[src/rtl/lpf_pkg.sv]
// ----------------------------------------------------------------------------
// lpf_pkg
// Shared types for the largest prime factor block: controller states and the
// command/status groups passed between the controller and the datapath.
// ----------------------------------------------------------------------------
package lpf_pkg;

  // Controller states
  typedef enum logic [2:0] {
    ST_IDLE,
    ST_STRIP,
    ST_TRY,
    ST_DIV,
    ST_FINISH
  } lpf_state_t;

  // Commands from controller to datapath
  typedef struct packed {
    logic load;         // capture a new number, best = 0, divisor = 3
    logic strip;        // shift out one factor of two, best = 2
    logic div_start;    // start a serial divide of n by d
    logic take_factor;  // divisor divided: best = d, n = quotient
    logic next_div;     // advance to next odd divisor
    logic out_load;     // write final answer into the output register
  } lpf_cmd_t;

  // Status from datapath to controller
  typedef struct packed {
    logic n_lt2;        // working value below two
    logic n_even;       // working value has a factor of two
    logic div_busy;     // serial divider still running
    logic d_gt_q;       // divisor exceeds quotient (square test fails)
    logic rem_zero;     // divisor divides the working value
  } lpf_stat_t;

endpackage

[src/rtl/lpf_div.sv]
// ----------------------------------------------------------------------------
// lpf_div
// Restoring serial divider: one quotient bit per cycle. Quotient and
// remainder hold after completion until the next start.
// ----------------------------------------------------------------------------
module lpf_div #(
  parameter int WIDTH = 32
) (
  input  logic             clk,
  input  logic             rst,
  input  logic             start,
  input  logic [WIDTH-1:0] dividend,
  input  logic [WIDTH-1:0] divisor,
  output logic             busy,
  output logic [WIDTH-1:0] quotient,
  output logic [WIDTH-1:0] remainder
);

  localparam int CW = $clog2(WIDTH + 1);

  logic [CW-1:0]    cnt;
  logic [WIDTH-1:0] rem;
  logic [WIDTH-1:0] quo;
  logic [WIDTH:0]   shifted;
  logic [WIDTH:0]   diff;
  logic             ge;

  // One restoring step
  always_comb begin
    shifted = {rem, quo[WIDTH-1]};
    diff    = shifted - {1'b0, divisor};
    ge      = (shifted >= {1'b0, divisor});
  end

  // Control: busy flag and step counter
  always_ff @(posedge clk) begin
    if (rst) begin
      busy <= 1'b0;
      cnt  <= '0;
    end else if (start) begin
      busy <= 1'b1;
      cnt  <= CW'(WIDTH);
    end else if (busy) begin
      cnt <= cnt - 1'b1;
      if (cnt == CW'(1)) begin
        busy <= 1'b0;
      end
    end
  end

  // Partial remainder and quotient shift register
  always_ff @(posedge clk) begin
    if (start) begin
      rem <= '0;
      quo <= dividend;
    end else if (busy) begin
      rem <= ge ? diff[WIDTH-1:0] : shifted[WIDTH-1:0];
      quo <= {quo[WIDTH-2:0], ge};
    end
  end

  assign quotient  = quo;
  assign remainder = rem;

`ifndef SYNTHESIS
  a_start_busy: assert property (@(posedge clk) disable iff (rst)
    start |=> busy)
    else $error("divider not busy after start");
  a_idle_cnt: assert property (@(posedge clk) disable iff (rst)
    !busy |-> (cnt == '0))
    else $error("divider idle with steps left");
  a_no_restart: assert property (@(posedge clk) disable iff (rst)
    busy |-> !start)
    else $error("divider restarted while busy");
`endif

endmodule

[src/rtl/lpf_dp.sv]
// ----------------------------------------------------------------------------
// lpf_dp
// Datapath: working value, odd trial divisor, best factor so far, the serial
// divider, and the output register.
// ----------------------------------------------------------------------------
module lpf_dp #(
  parameter int WIDTH = 32
) (
  input  logic              clk,
  input  logic              rst,
  input  lpf_pkg::lpf_cmd_t cmd,
  input  logic [WIDTH-1:0]  number,
  output lpf_pkg::lpf_stat_t stat,
  output logic [WIDTH-1:0]  largest_factor
);

  import lpf_pkg::*;

  logic [WIDTH-1:0] n;
  logic [WIDTH-1:0] d;
  logic [WIDTH-1:0] best;
  logic [WIDTH-1:0] quotient;
  logic [WIDTH-1:0] remainder;
  logic             div_busy;

  lpf_div #(.WIDTH(WIDTH)) u_div (
    .clk      (clk),
    .rst      (rst),
    .start    (cmd.div_start),
    .dividend (n),
    .divisor  (d),
    .busy     (div_busy),
    .quotient (quotient),
    .remainder(remainder)
  );

  // Working value and best factor
  always_ff @(posedge clk) begin
    if (cmd.load) begin
      n    <= number;
      best <= '0;
    end else if (cmd.strip) begin
      n    <= n >> 1;
      best <= WIDTH'(2);
    end else if (cmd.take_factor) begin
      n    <= quotient;
      best <= d;
    end
  end

  // Odd trial divisor
  always_ff @(posedge clk) begin
    if (rst || cmd.load) begin
      d <= WIDTH'(3);
    end else if (cmd.next_div) begin
      d <= d + WIDTH'(2);
    end
  end

  // Output register: leftover quotient above two wins
  always_ff @(posedge clk) begin
    if (cmd.out_load) begin
      largest_factor <= (n > WIDTH'(2)) ? n : best;
    end
  end

  // Status
  always_comb begin
    stat.n_lt2    = ((n >> 1) == '0);
    stat.n_even   = ~n[0];
    stat.div_busy = div_busy;
    stat.d_gt_q   = (d > quotient);
    stat.rem_zero = (remainder == '0);
  end

`ifndef SYNTHESIS
  a_d_odd: assert property (@(posedge clk) disable iff (rst)
    d[0] == 1'b1)
    else $error("trial divisor is even");
  a_strip_even: assert property (@(posedge clk) disable iff (rst)
    cmd.strip |-> (n[0] == 1'b0))
    else $error("strip on odd value");
  a_take_exact: assert property (@(posedge clk) disable iff (rst)
    cmd.take_factor |-> (remainder == '0 && !div_busy))
    else $error("factor taken without exact divide");
`endif

endmodule

[src/rtl/lpf_ctrl.sv]
// ----------------------------------------------------------------------------
// lpf_ctrl
// Controller: sequences strip-twos, trial divides and the final write, and
// owns the request handshakes on both channels.
// ----------------------------------------------------------------------------
module lpf_ctrl (
  input  logic               clk,
  input  logic               rst,
  input  logic               in_valid,
  output logic               in_stall,
  output logic               out_valid,
  input  logic               out_stall,
  input  lpf_pkg::lpf_stat_t stat,
  output lpf_pkg::lpf_cmd_t  cmd
);

  import lpf_pkg::*;

  lpf_state_t state;
  lpf_state_t state_next;
  logic       inner;       // working value just changed by a divide-out
  logic       inner_next;
  logic       out_free;

  assign in_stall = (state != ST_IDLE);
  assign out_free = !out_valid || !out_stall;

  // State registers
  always_ff @(posedge clk) begin
    if (rst) begin
      state <= ST_IDLE;
      inner <= 1'b0;
    end else begin
      state <= state_next;
      inner <= inner_next;
    end
  end

  // Output valid: set on load, cleared when the request is taken
  always_ff @(posedge clk) begin
    if (rst) begin
      out_valid <= 1'b0;
    end else if (cmd.out_load) begin
      out_valid <= 1'b1;
    end else if (!out_stall) begin
      out_valid <= 1'b0;
    end
  end

  // Next state and commands
  always_comb begin
    state_next = state;
    inner_next = inner;
    cmd        = '0;
    case (state)
      ST_IDLE: begin
        if (in_valid) begin
          cmd.load   = 1'b1;
          state_next = ST_STRIP;
        end
      end
      ST_STRIP: begin
        if (stat.n_lt2) begin
          state_next = ST_FINISH;
        end else if (stat.n_even) begin
          cmd.strip = 1'b1;
        end else begin
          inner_next = 1'b0;
          state_next = ST_TRY;
        end
      end
      ST_TRY: begin
        cmd.div_start = 1'b1;
        state_next    = ST_DIV;
      end
      ST_DIV: begin
        if (!stat.div_busy) begin
          if (!inner && stat.d_gt_q) begin
            state_next = ST_FINISH;
          end else if (stat.rem_zero) begin
            cmd.take_factor = 1'b1;
            inner_next      = 1'b1;
            state_next      = ST_TRY;
          end else begin
            cmd.next_div = 1'b1;
            inner_next   = 1'b0;
            state_next   = ST_TRY;
          end
        end
      end
      ST_FINISH: begin
        if (out_free) begin
          cmd.out_load = 1'b1;
          state_next   = ST_IDLE;
        end
      end
      default: begin
        state_next = ST_IDLE;
      end
    endcase
  end

`ifndef SYNTHESIS
  a_accept_strip: assert property (@(posedge clk) disable iff (rst)
    (in_valid && !in_stall) |=> (state == ST_STRIP))
    else $error("accepted request did not start stripping");
  a_load_free: assert property (@(posedge clk) disable iff (rst)
    cmd.out_load |-> (!out_valid || !out_stall))
    else $error("result overwrote a pending request");
  a_hold_result: assert property (@(posedge clk) disable iff (rst)
    (out_valid && out_stall) |=> out_valid)
    else $error("pending result dropped");
`endif

endmodule

[src/rtl/largest_prime_factor_top.sv]
// ----------------------------------------------------------------------------
// largest_prime_factor_top
// Largest prime factor by trial division: strips factors of two, then divides
// out odd divisors 3, 5, 7, ... while divisor squared <= remaining quotient.
//
//   channel  | signals                         | direction
//   ---------+---------------------------------+----------
//   input    | in_valid, in_stall, number      | in
//   output   | out_valid, out_stall,           | out
//            | largest_factor                  |
//
// One number at a time: a load, one strip step per factor of two, then
// trial divides, each a start step plus a run of the bit-serial divider.
// A WIDTH=32 prime needs about 32768 divides.
// Reset is synchronous, active high; no clearing pass.
// The next request is taken once the previous answer sits in the output
// register; a stalled output holds the block in its final state.
// ----------------------------------------------------------------------------
module largest_prime_factor_top #(
  parameter int WIDTH = 32
) (
  input  logic             clk,
  input  logic             rst,
  input  logic             in_valid,
  output logic             in_stall,
  input  logic [WIDTH-1:0] number,
  output logic             out_valid,
  input  logic             out_stall,
  output logic [WIDTH-1:0] largest_factor
);

  import lpf_pkg::*;

  lpf_cmd_t  cmd;
  lpf_stat_t stat;

  lpf_ctrl u_ctrl (
    .clk      (clk),
    .rst      (rst),
    .in_valid (in_valid),
    .in_stall (in_stall),
    .out_valid(out_valid),
    .out_stall(out_stall),
    .stat     (stat),
    .cmd      (cmd)
  );

  lpf_dp #(.WIDTH(WIDTH)) u_dp (
    .clk           (clk),
    .rst           (rst),
    .cmd           (cmd),
    .number        (number),
    .stat          (stat),
    .largest_factor(largest_factor)
  );

endmodule

[config.mk]
export PLATFORM = sky130hd
export DESIGN_NAME = largest_prime_factor_top
export DESIGN_NICKNAME = d
export VERILOG_FILES = /design/src/rtl/lpf_pkg.sv /design/src/rtl/lpf_div.sv /design/src/rtl/lpf_dp.sv /design/src/rtl/lpf_ctrl.sv /design/src/rtl/largest_prime_factor_top.sv
export SDC_FILE = /design/constraint.sdc
export NUM_CORES = 1
export LEC_CHECK = 0
export BUFFER_PORTS_ARGS = -buffer_cell sky130_fd_sc_hd__buf_2
export CAP_MARGIN = 30
export CORE_MARGIN = 4
export CORE_UTILIZATION = 36
export CTS_BUF_LIST = sky130_fd_sc_hd__clkbuf_4
export DETAILED_ROUTE_END_ITERATION = 8
export GPL_TIMING_DRIVEN = 0
export MAX_ROUTING_LAYER = met4
export SLEW_MARGIN = 30
export SYNTH_ARGS = -nofsm -noshare
export SYNTH_HDL_FRONTEND = slang
export SYNTH_SLANG_ARGS = --single-unit
[constraint.sdc]
create_clock -name clk -period 3.74 [get_ports clk]
set_clock_uncertainty 0.15 [all_clocks]
set_input_delay 0.187 -clock clk [delete_from_list [all_inputs] [get_ports clk]]
set_output_delay 0.187 -clock clk [all_outputs]
set_load 0.05 [all_outputs]
* Word-level counts from Yosys, hierarchy flattened
Index checks and enable logic that the tools add are counted.
W data, S select, Z words.
** Storage, ports and cells
- Flip-flop bits (word level) :: 204
- Input port bits :: 36
- Output and inout port bits :: 34
- Word-level logic and storage cells :: 91
** Cells by class
- Add/subtract/negate cells :: 3
- $lt $le $gt $ge :: 3
- Equal/unequal tests :: 13
- Mux-type cells :: 41
- Reduce and logical (&&, ||, !) cells :: 18
** Operators with widths (count)
- $mux W32 :: 7
- $logic_not A32 Y1 :: 2
- $ge A33 B32 Y1 :: 1
- $add A32 B2 Y32 const B :: 1
- $gt A32 B2 Y1 const B :: 1
- $gt A32 B32 Y1 :: 1
- $sub A32 B32 Y32 :: 1
- $mux W1 :: 19
- $mux W3 :: 6
- $pmux W3 S5 :: 1
- $mux W6 :: 2
- $mux W2 :: 5
- $ne A2 B2 Y1 const B :: 4
- $eq A3 B2 Y1 const B :: 2
- $eq A6 B1 Y1 const B :: 1
- $ne A2 B1 Y1 const B :: 3
- $reduce_bool A2 Y1 :: 3
- $reduce_bool A3 Y1 :: 2
- $sub A6 B1 Y6 const B :: 1
- $reduce_and A5 Y1 :: 1
- $reduce_and A4 Y1 :: 1
- $reduce_or A2 Y1 :: 2
- $eq A3 B1 Y1 const B :: 1
- $eq A3 B3 Y1 const B :: 1
- 6 further kinds :: 9

* Logic depth before layout (Yosys ltp)
Gate-level depths: netlist of run 1.
- Depth after elaboration :: 8
- Gate-level depth with buffers :: 13
- Mapped depth without buffers :: 10

* By module
A second synthesis of run 1 with hierarchy kept.
** Unflattened totals
- Cell total of the unflattened synthesis :: 1240
- Area, all modules :: 12035.3 µm²
** Modules (own cells, without submodules)
- lpf_dp :: instances 1, cells an instance 610, area an instance 6418.7 µm², seq. area each 3183.1 µm²
- lpf_div :: instances 1, cells an instance 590, area an instance 5298.8 µm², seq. area each 1741.7 µm²
- lpf_ctrl :: instances 1, cells an instance 40, area an instance 317.8 µm², seq. area each 100.1 µm²

* Worst setup path before layout of run 1
No wires, ideal clock.
- Kind :: reg-to-reg
- From :: reg u_dp.u_div.quo[31], in the netlist u_dp.u_div.quotient[31]
- To :: reg u_dp.n[0] (enable)
- Library setup time :: 485 ps
- Arrival time :: 2942 ps
- Data required time :: 3105 ps
- Slack :: 162 ps
- Stages on the path, launching flop included :: 9
- Path buffers :: 0
- Clock period less this slack :: 3578 ps
- Path through :: edfxtp_1 -> inv_1 -> ha_1 -> nand4_1 -> or2_2 -> o32ai_2 -> o31ai_2 -> o2111ai_2 -> nand2b_1
** On the way
- Word-level cells in the longest chain between the ends :: 6
** RTL lines
- from (decl) :: line lpf_div.sv:23 : logic [WIDTH-1:0] quo;
- from (signal assigned) :: line lpf_div.sv:55 : quo <= dividend;
- from (signal assigned) :: line lpf_div.sv:58 : quo <= {quo[WIDTH-2:0], ge};
- $gt A32 B32 Y1 :: line lpf_dp.sv:72 : stat.d_gt_q = (d > quotient);
- $logic_and A1 B1 Y1 :: line lpf_ctrl.sv:78 : if (!inner && stat.d_gt_q) begin
- $mux W2 :: line lpf_ctrl.sv:78
- $mux W2 :: line lpf_ctrl.sv:77 : if (!stat.div_busy) begin
- $mux W2 :: line lpf_ctrl.sv:55 : case (state)
- $reduce_bool A3 Y1 (no line)
- to (signal assigned) :: line lpf_dp.sv:40 : n <= number;
- to (signal assigned) :: line lpf_dp.sv:43 : n <= n >> 1;
- to (signal assigned) :: line lpf_dp.sv:46 : n <= quotient;
- to (decl) :: line lpf_dp.sv:19 : logic [WIDTH-1:0] n;
Every way passes these cells.
A chain may end at the register's enable or synchronous reset.

* Final worst setup path of run 1
- From :: reg u_dp.d[22]
- To :: reg u_dp.u_div.rem[14], in the netlist u_dp.u_div.remainder[14]
** On the way
- Word-level cells in the longest chain between the ends :: 2
** RTL lines
- from (decl) :: line lpf_dp.sv:20 : logic [WIDTH-1:0] d;
- from (signal assigned) :: line lpf_dp.sv:56 : d <= d + WIDTH'(2);
- $ge A33 B32 Y1 :: line lpf_div.sv:32 : ge = (shifted >= {1'b0, divisor});
- $mux W32 :: line lpf_div.sv:57 : rem <= ge ? diff[WIDTH-1:0] : shifted[WIDTH-1:0];
- to (signal assigned) :: line lpf_div.sv:57
- to (decl) :: line lpf_div.sv:22 : logic [WIDTH-1:0] rem;
Every way passes these cells.

==> results of run 1 <==
[path summary, 6_finish.rpt]
| check | start | end | slack (ns) |
|---|---|---|---|
| setup / recovery | u_dp.d[22] | u_dp.u_div.remainder[14] | 0.12 |
| hold / removal | number[8] | u_dp.n[8] | 0.19 |
| setup reg to reg | u_dp.d[22] | u_dp.u_div.remainder[14] | 0.12 |
| hold reg to reg | u_dp.best[0] | u_dp.best[0] | 0.30 |
[timing repair]
| action | CTS | global route |
|---|---|---|
| setup endpoints to repair | 40 | 35 |
| hold buffers | 37 | 0 |
| gates resized for setup | 5 | 8 |
| setup buffers | 1 | 1 |
| hold endpoints to repair | 57 | 0 |
| pin swaps | 0 | 0 |
[where the power goes]
part | total (mW) | internal [mW] | switching, mW
logic | 3.86 | 1.51 | 2.35
clock network | 2.02 | 1.09 | 0.931
registers | 3.02 | 2.70 | 0.319
[Yosys cell counts, types with 9 or more instances]
master	count
a21o_1	59
buf_2	12
nand3_1	27
xor2_1	12
nand4_1	28
and3_1	10
ha_1	66
mux2i_1	76
inv_1	80
nor2_1	87
o21ai_0	107
nand2_1	145
a21oi_1	74
o211ai_1	10
a211oi_1	12
a31oi_1	19
dfxtp_1	107
or3_1	9
clkbuf_1	52
nor4_1	17
nor3_1	16
edfxtp_1	96
xnor2_1	21
or4_1	12
o31ai_1	11
[placed cells by master (no fill, tap or decap), types with 13 or more instances in the layout]
cell           instances
a21o_1                59
a21oi_1               73
a31oi_1               19
buf_2                 80
clkbuf_1              50
clkbuf_4              86
dfxtp_1              107
dlygate4sd3_1         37
edfxtp_1              96
ha_1                  66
inv_1                 79
mux2i_1               76
nand2_1              145
nand3_1               27
nand4_1               28
nor2_1                87
nor3_1                13
nor4_1                17
o21ai_0              106
xnor2_1               21
[flip-flops by register name, summed over array words and instances (netlist names)]
signal / count
u_dp.best: 32
u_dp.u_div.busy: 1
u_dp.u_div.remainder: 32
u_dp.u_div.cnt: 6
u_ctrl.inner: 1
u_dp.n: 32
u_ctrl.out_valid: 1
u_dp.u_div.quotient: 32
u_ctrl.state: 3
u_dp.d: 31
u_dp.largest_factor: 32
[per-layer routing]
| metal | vias to the layer above | routed length (um) |
|---|---|---|
| met5 | - | 0 |
| met4 | 0 | 665 |
| met3 | 50 | 1790 |
| met2 | 295 | 16500 |
| met1 | 4849 | 15500 |
| li1 | 4947 | - |
[worst max-delay path, cell delays in order (launching register included)]
cell and delay [ns]:
dfxtp_1 0.48, inv_1 0.15, ha_1 0.33, clkbuf_1 0.35
nand4_1 0.31, nor4b_4 0.37, a31oi_1 0.14, o221ai_1 0.09
a31o_2 0.16, buf_2 0.29, clkbuf_4 0.30, o311ai_0 0.20
a31oi_1 0.20
[through the flow]
step                      TNS (ns)  utilization  power (mW)
final                            0        0.432        8.90
after global routing             0        0.432        9.53
after CTS                        0        0.430        8.88
after detailed placement     -9.11        0.395        6.78
after global placement      -44.31        0.393        6.72
after floorplan                  0            -        5.73
[logic make-up after synthesis]
| group | after synthesis |
|---|---|
| mux | 79 |
| flops | 203 |
| buf+inv | 151 |
| compound gates | 346 |
| xor+xnor | 33 |
| simple gates | 380 |
| fa+ha+maj | 67 |
[final cells by class]
class | instances | share of cell area
tap | 402 | 0.0368
timing repair buffer | 110 | 0.0575
multi-input combinational | 905 | 0.442
inverter | 81 | 0.0223
sequential | 203 | 0.368
clock inverter | 11 | 0.00504
buffer | 68 | 0.0222
antenna | 1 | 0.000183
clock buffer | 85 | 0.0467
==> flow_summary.ini, run 1 <==
[global_route]
top_usage_layer = met2
grt_max_degree = 33
grt_usage = 0.195
grt-ovfl-total = 0
antenna_found_initial = 1
use_met3 = 0.0272
grtUsageMet2 = 0.325
gr-usage-met1 = 0.250
grt_pass1_wl_mm = 54.5
grt_pass1_vias = 10000

[placed_design]
dp.cells = 1732
port_buffers = 69
place_area_um2 = 12500
dp_hpwl_mm = 25.7
pre_cts_ws_ns = -0.370
globalplace.congestion = 0.890

[run_status]
run_status = finished clean

[setup_path]
startpoint_type = flop
critPathRequiredTime_ns = 4.17
crit_arrival_ns = 4.06
r2r_cells = 12
crit_path_max_fanout = 10
endpoint_kind = flop
crit_type = flop to flop

[pwr]
powerDensity_nw_per_um2 = 652
leakagePower_nw = 5.70
vdd.ir_drop.worst_mv = 0.276

[sta]
setup-violations-final = 0
finalCritPeriodShare = 0.968
worst_pin_slew_ns = 0.923
fmax_ghz = 0.276
hold_viol_final = 0
hold_slack_ns = 0.185
rsz0062_at_grt = false
fin_ws_ns = 0.118
finalMaxSlewViolations = 0
slew_headroom = 0.380
period_minus_slack_ns = 3.62

[cts]
htree_levels = 2
clk_path_buf_depth = 3
clock_sinks = 203
cts_inserted_buffers = 52
clockRootBuffer = clkbuf_4
insertion_delay_ns = 0.67
cts.reportedPaths.clkPinSlew_ns = 0.07
tritoncts = done

[yosys]
synth_compound_area_frac = 0.189
synth.avg_cell_area_um2 = 9.19
synth_area_leader_cell = edfxtp_1
synth_edf_count = 96
syn-cell-area_um2 = 11600
synth_top_area_share = 0.249
synthDistinctLibCells = 69
muxShareOfSynthArea = 0.0687
synth-adder-area-share = 0.0731
syn_inst = 1259
synth-seq-cells = 203
synth_warnings = 0
synth-seq-area-share = 0.434
synthArstFlopShare = 0
synthSimpleGateAreaFrac = 0.157
ys.flop_type = dfxtp_1
synth_top_family_by_area = compound AO/OA/AOI/OAI gates
synthTopCellsByArea = edfxtp_1 25%, dfxtp_1 19%, ha_1 7.1%
yosys.area_share.xor_xnor = 0.0250
syn_nets = 1362

[detailed_routing]
drt.antenna.violating_nets = 0
drc = 0
wl_per_cell_um = 18.5
viasPerCell = 5.43
drt_first_iter_violations = 550
first_pass_iters = 6
vias = 10100
totalWireLength_mm = 34.4

[hold_path]
hold_path_class = primary input to flop
min_path_cells = 4

[floorplanning]
ioPinCount = 70
initial_core_util = 0.366
fp.coreArea_um2 = 31600
dieArea_um2 = 35100
row_count = 65
die_h_um = 187
die_x_um = 187

[final_layout]
stdcell_count = 1866
final_nets = 1524
regArea_um2 = 5020
multi_input_area_um2 = 6030
fin_area_um2 = 13700
drive_gt1_frac = 0.143
fillCellCount = 3027
syn_to_final_growth_pct = 18.1

[run]
maxCapViolations = 0
Power figures use the tool's default switching activity.
==> run 2: changes to the inputs <==
- ABC_AREA: not set -> 1
- CTS_CLUSTER_DIAMETER: not set -> 150
==> flow_summary.ini, run 2 <==
[run_status]
run_status = finished clean

[setup_path]
cp-endpoint = u_dp.n[19]
critPathRequiredTime_ns = 3.97
crit_type = flop to flop
crit_arrival_ns = 3.58
timing.rr.start = u_dp.u_div.quotient[31]
crit_path_max_fanout = 23
r2r_cells = 12
r2r_setup_slack_ns = 0.39
cp.depth = 12
crit_family = simple AND/OR/NAND/NOR gates
r2r_end = u_dp.n[19]
startpoint = u_dp.u_div.quotient[31]
endpoint_kind = flop
critPathBufInv = 3
cpPeakStageDelay_ns = 0.52
slowest_stage = edfxtp_1
startpoint_type = flop
cp_cell_sequence = inv_1 -> ha_1 -> a21o_1 -> nor2_1 -> nand2_1 -> a21oi_1 -> nand2_1 -> nand2_4 -> nand2_4 -> buf_2 -> nand2_2 -> buf_16

[detailed_routing]
drt_first_iter_violations = 778
drt.antenna.violating_nets = 0
totalWireLength_mm = 38.7
wl_per_cell_um = 15.4
viasPerCell = 4.95
vias = 12400
first_pass_iters = 5
drc = 0

[sta]
finalMaxSlewViolations = 0
period_minus_slack_ns = 3.35
slew_headroom = 0.482
setup-violations-final = 0
worst_pin_slew_ns = 0.777
hold_viol_final = 0
finalCritPeriodShare = 0.896
rsz0062_at_grt = false
fmax_ghz = 0.298

[pwr]
leakagePower_nw = 6.94
vdd.ir_drop.worst_mv = 0.437
power_mw = 11.6
powerDensity_nw_per_um2 = 778

[cts]
cts_inserted_buffers = 53
cts_resized = 0
clockRootBuffer = clkbuf_4
insertion_delay_ns = 0.69
htree_levels = 2
cts.reportedPaths.clkPinSlew_ns = 0.07
clk_path_buf_depth = 3
clock_sinks = 203
tritoncts = done

[yosys]
synth_edf_count = 96
yosysMostFrequentCell = nand2_1
synth_area_leader_cell = edfxtp_1
synth_warnings = 0
synthDistinctLibCells = 41
syn_nets = 1950
ys.flop_type = dfxtp_1
synth-seq-cells = 203
synth-seq-area-share = 0.390
syn_inst = 1847
synth_top_cells_by_count = 566 x nand2_1, 241 x inv_1, 211 x nor2_1
synthTopCellsByArea = edfxtp_1 22%, dfxtp_1 17%, nand2_1 16%
syn-cell-area_um2 = 12900
synth_top_area_share = 0.224
synthArstFlopShare = 0
synth.avg_cell_area_um2 = 6.97

[hold_path]
hold_path_class = primary input to flop

[floorplanning]
initial_core_util = 0.364
row_count = 69
ioPinCount = 70
dieArea_um2 = 38900
die_x_um = 197
fp.coreArea_um2 = 35400
die_h_um = 197

[final_layout]
final_cell_mix = 565 x nand2_1, 240 x inv_1, 211 x nor2_1, 107 x dfxtp_1, 106 x nand3_1
stdcell_count = 2515
syn_to_final_growth_pct = 15.6
final_common_cell = nand2_1
drive_gt1_frac = 0.109
final_nets = 2112

[placed_design]
globalplace.congestion = 0.921
port_buffers = 69
dp_hpwl_mm = 30.5
dp.cells = 2379

[global_route]
grt_usage = 0.201
antenna_found_initial = 1
grt_pass1_vias = 12100
grt_pass1_wl_mm = 61.7
grt_max_degree = 33
grt-ovfl-total = 0

[run]
maxCapViolations = 0
==> run 2: cell types whose count changed after synthesis, sizes merged, moves of 14 or more <==
cell and delta:
nand4 +18, buf +19, nand2 +432, nor2 +133
inv +167, nand3 +82, xor2 +14, mux2i -76
a21o -57, nor4 -19, clkbuf -25
==> run 2: worst reg2reg max path, delay by kind of cell, from the launching register on <==
family                     cells  cell delay (ns)
and+or+nand+nor                6             0.90
buffers and inverters          3             0.63
DFF                            1             0.52
AOI/OAI and AO/OA              2             0.50
adders and majority gates      1             0.35
==> run 2: how the worst min path moves through the flow <==
stage / startpoint / end / slack [ns] / depth (start not counted)
4_1_cts: rst / u_ctrl.out_valid / 0.06 / 3
5_1_grt: rst / u_ctrl.state[1] / 0.12 / 3
2_1_floorplan: rst / u_ctrl.out_valid / 0.11 / 1
3_5_place_dp: rst / u_ctrl.state[2] / 0.29 / 2
6_report: rst / u_ctrl.out_valid / 0.13 / 3
3_3_place_gp: rst / u_ctrl.state[1] / 0.29 / 2
==> run 2: per-layer routing <==
metal	up-vias	share of wire	GRT usage
met5	-	0	-
met4	0	0.032	0.0665
met3	67	0.055	0.0264
met2	367	0.46	0.334
met1	5677	0.45	0.255
li1	6327	-	-
==> run 2: what timing repair did <==
| item | CTS | global route |
|---|---|---|
| buffers inserted | 0 | 0 |
| hold buffers | 36 | 0 |
| endpoints found under the hold margin | 77 | 0 |
==> run 2: area by class of cell <==
class,count,area [um^2]
sequential,203,5020
timing repair buffer,107,748
fill,3765,20500
tap,461,577
clock inverter,21,80.1
buffer,64,328
multi-input combinational,1332,6610
antenna,1,2.50
inverter,248,931
clock buffer,78,586
==> run 2: report_power, final <==
part	total (mW)	switching (mW)	internal (mW)
combinational	6.67	4.40	2.28
clock	1.91	0.954	0.957
sequential	3.00	0.275	2.73
==> run 2: per-stage QoR <==
stage / TNS, ns / hold slack [ns] / util / cell area, um^2 / setup slack (ns)
floorplan: 0 / 0.106 / - / 12900 / 0.818
global placement: -9.27 / 0.288 / 0.390 / 13800 / -0.292
detailed placement: 0 / 0.288 / 0.392 / 13900 / 0.424
CTS: 0 / 0.0568 / 0.421 / 14900 / 0.421
global route: 0 / 0.119 / 0.421 / 14900 / 0.281
finish: 0 / 0.126 / 0.421 / 14900 / 0.387
==> run 2: cells by family (layout without fill, tap and decap cells) <==
family | Yosys count | in the layout | synth area share
adders and majority gates | 67 | 67 | 0.0657
and+or+nand+nor | 995 | 995 | 0.324
other | 0 | 1 | 0
AOI/OAI and AO/OA | 229 | 229 | 0.0942
DFF | 203 | 203 | 0.390
buffers and inverters | 312 | 518 | 0.0977
xor gates and xnor gates | 41 | 41 | 0.0279
==> run 3: changes to the inputs <==
- PLACE_DENSITY: not set -> 0.52
==> flow_summary.ini, run 3 (synthesis gave the netlist of run 2 again) <==
[sta]
finalCritPeriodShare = 0.896
period_minus_slack_ns = 3.35
fin_ws_ns = 0.389
fmax_ghz = 0.298
finalMaxSlewViolations = 0
setup-violations-final = 0
slew_headroom = 0.516
hold_viol_final = 0
hold_slack_ns = 0.113
rsz0062_at_grt = false
worst_pin_slew_ns = 0.726

[cts]
cts_setup_buffers = 0
insertion_delay_ns = 0.71
cts.reportedPaths.clkPinSlew_ns = 0.08
tritoncts = done
htree_levels = 2
cts_inserted_buffers = 55
clockRootBuffer = clkbuf_4
clk_path_buf_depth = 3
clock_sinks = 203

[final_layout]
regArea_um2 = 5020
syn_to_final_growth_pct = 16.5
post-route-util = 0.424
final_cell_mix = 565 x nand2_1, 240 x inv_1, 211 x nor2_1, 107 x dfxtp_1, 106 x nand3_1
final_nets = 2119
drive_gt1_frac = 0.113
fillCellCount = 3874
multi_input_area_um2 = 6610
final_common_cell = nand2_1

[placed_design]
pre_cts_ws_ns = 0.367
port_buffers = 69
dp_hpwl_mm = 31.7
globalplace.congestion = 0.940

[run]
maxCapViolations = 0

[floorplanning]
die_x_um = 197
dieArea_um2 = 38900
fp.coreArea_um2 = 35400
row_count = 69
die_h_um = 197
initial_core_util = 0.364
ioPinCount = 70

[detailed_routing]
drt.antenna.violating_nets = 0
totalWireLength_mm = 39.9
drt_first_iter_violations = 789
wl_per_cell_um = 15.8
vias = 12200
viasPerCell = 4.85
first_pass_iters = 5
drc = 0

[global_route]
grt-ovfl-total = 0
grt_usage = 0.209
antenna_found_initial = 1
grt_pass1_wl_mm = 63.7
grt_pass1_vias = 12200
grt_max_degree = 25

[pwr]
p_sw_mw = 5.70
clkPwrFrac = 0.171
p_sw_frac = 0.486
vdd.ir_drop.worst_mv = 0.638
powerDensity_nw_per_um2 = 782
p_comb_frac = 0.573
seqPwrFrac = 0.256
power_mw = 11.7
leakagePower_nw = 6.99
p_int_mw = 6.04

[setup_path]
startpoint_type = flop
critPathRequiredTime_ns = 3.99
crit_type = flop to flop
crit_arrival_ns = 3.60
endpoint_kind = flop
crit_path_max_fanout = 21

[run_status]
run_status = finished clean

[hold_path]
hold_path_class = primary input to flop
[run 3: changes by cell type in the layout (fill, tap and decap cells not counted), moves of 2 or more]
| cell | delta |
|---|---|
| clkbuf_4 | +5 |
| dlygate4sd3_1 | +4 |
| clkinv_1 | -4 |
| clkinv_2 | +2 |
[run 3: metal layers]
layer / wire length (um) / vias up / track usage
li1: - / 6343 / -
met1: 18800 / 5544 / 0.272
met2: 18400 / 290 / 0.344
met3: 1710 / 61 / 0.0254
met4: 975 / 0 / 0.0598
met5: 0 / - / -
[run 3: worst paths after layout]
check,depth (start not counted),from,slack [ns],to
max,14,u_dp.u_div.quotient[31],0.39,u_dp.n[10]
min,3,rst,0.11,u_ctrl.out_valid
max reg2reg,14,u_dp.u_div.quotient[31],0.39,u_dp.n[10]
min reg2reg,2,u_dp.u_div.remainder[31],0.33,u_dp.u_div.remainder[31]
[run 3: worst max-delay path, stage by stage (launching register included)]
cell and delay (ns):
edfxtp_1 0.53, inv_1 0.22, ha_1 0.34, nand2_1 0.07
nor2_1 0.13, nand2_1 0.09, nor2_1 0.25, nand3_1 0.12
nand2_1 0.08, inv_2 0.05, nand2_4 0.12, nand2_4 0.10
buf_2 0.19, nand2_2 0.35, buf_16 0.23
[run 3: area by class of cell]
| type | instances | share of cell area |
|---|---|---|
| Multi-Input combinational cell | 1332 | 0.441 |
| Sequential cell | 203 | 0.335 |
| Inverter | 248 | 0.0620 |
| Timing Repair Buffer | 112 | 0.0547 |
| Clock buffer | 83 | 0.0415 |
| Tap cell | 461 | 0.0384 |
| Buffer | 64 | 0.0218 |
| Clock inverter | 20 | 0.00584 |
| Antenna cell | 1 | 0.000167 |
[run 3: power by group through the flow]
| stage | logic, mW | registers [mW] | clock network [mW] |
|---|---|---|---|
| 6_report | 6.72 | 3.01 | 2.01 |
| 5_1_grt | 7.62 | 3.04 | 2.19 |
| 4_1_cts | 6.71 | 3.00 | 2.07 |
| 3_5_place_dp | 6.64 | 3.04 | 0 |
| 3_3_place_gp | 6.58 | 3.05 | 0 |
| 2_1_floorplan | 4.98 | 2.95 | 0 |
[run 3: metrics by stage]
stage	instance area (um^2)	setup TNS [ns]	std cells
floorplan	12900	0	1847
global placement	13800	-11.55	2377
detailed placement	13900	0	2380
CTS	15000	0	2523
global route	15000	0	2524
finish	15000	0	2524
[run 3: what timing repair did]
item                                   CTS  global route
gates resized for setup                  0             0
hold buffers                            40             0
endpoints found under the hold margin   77             0
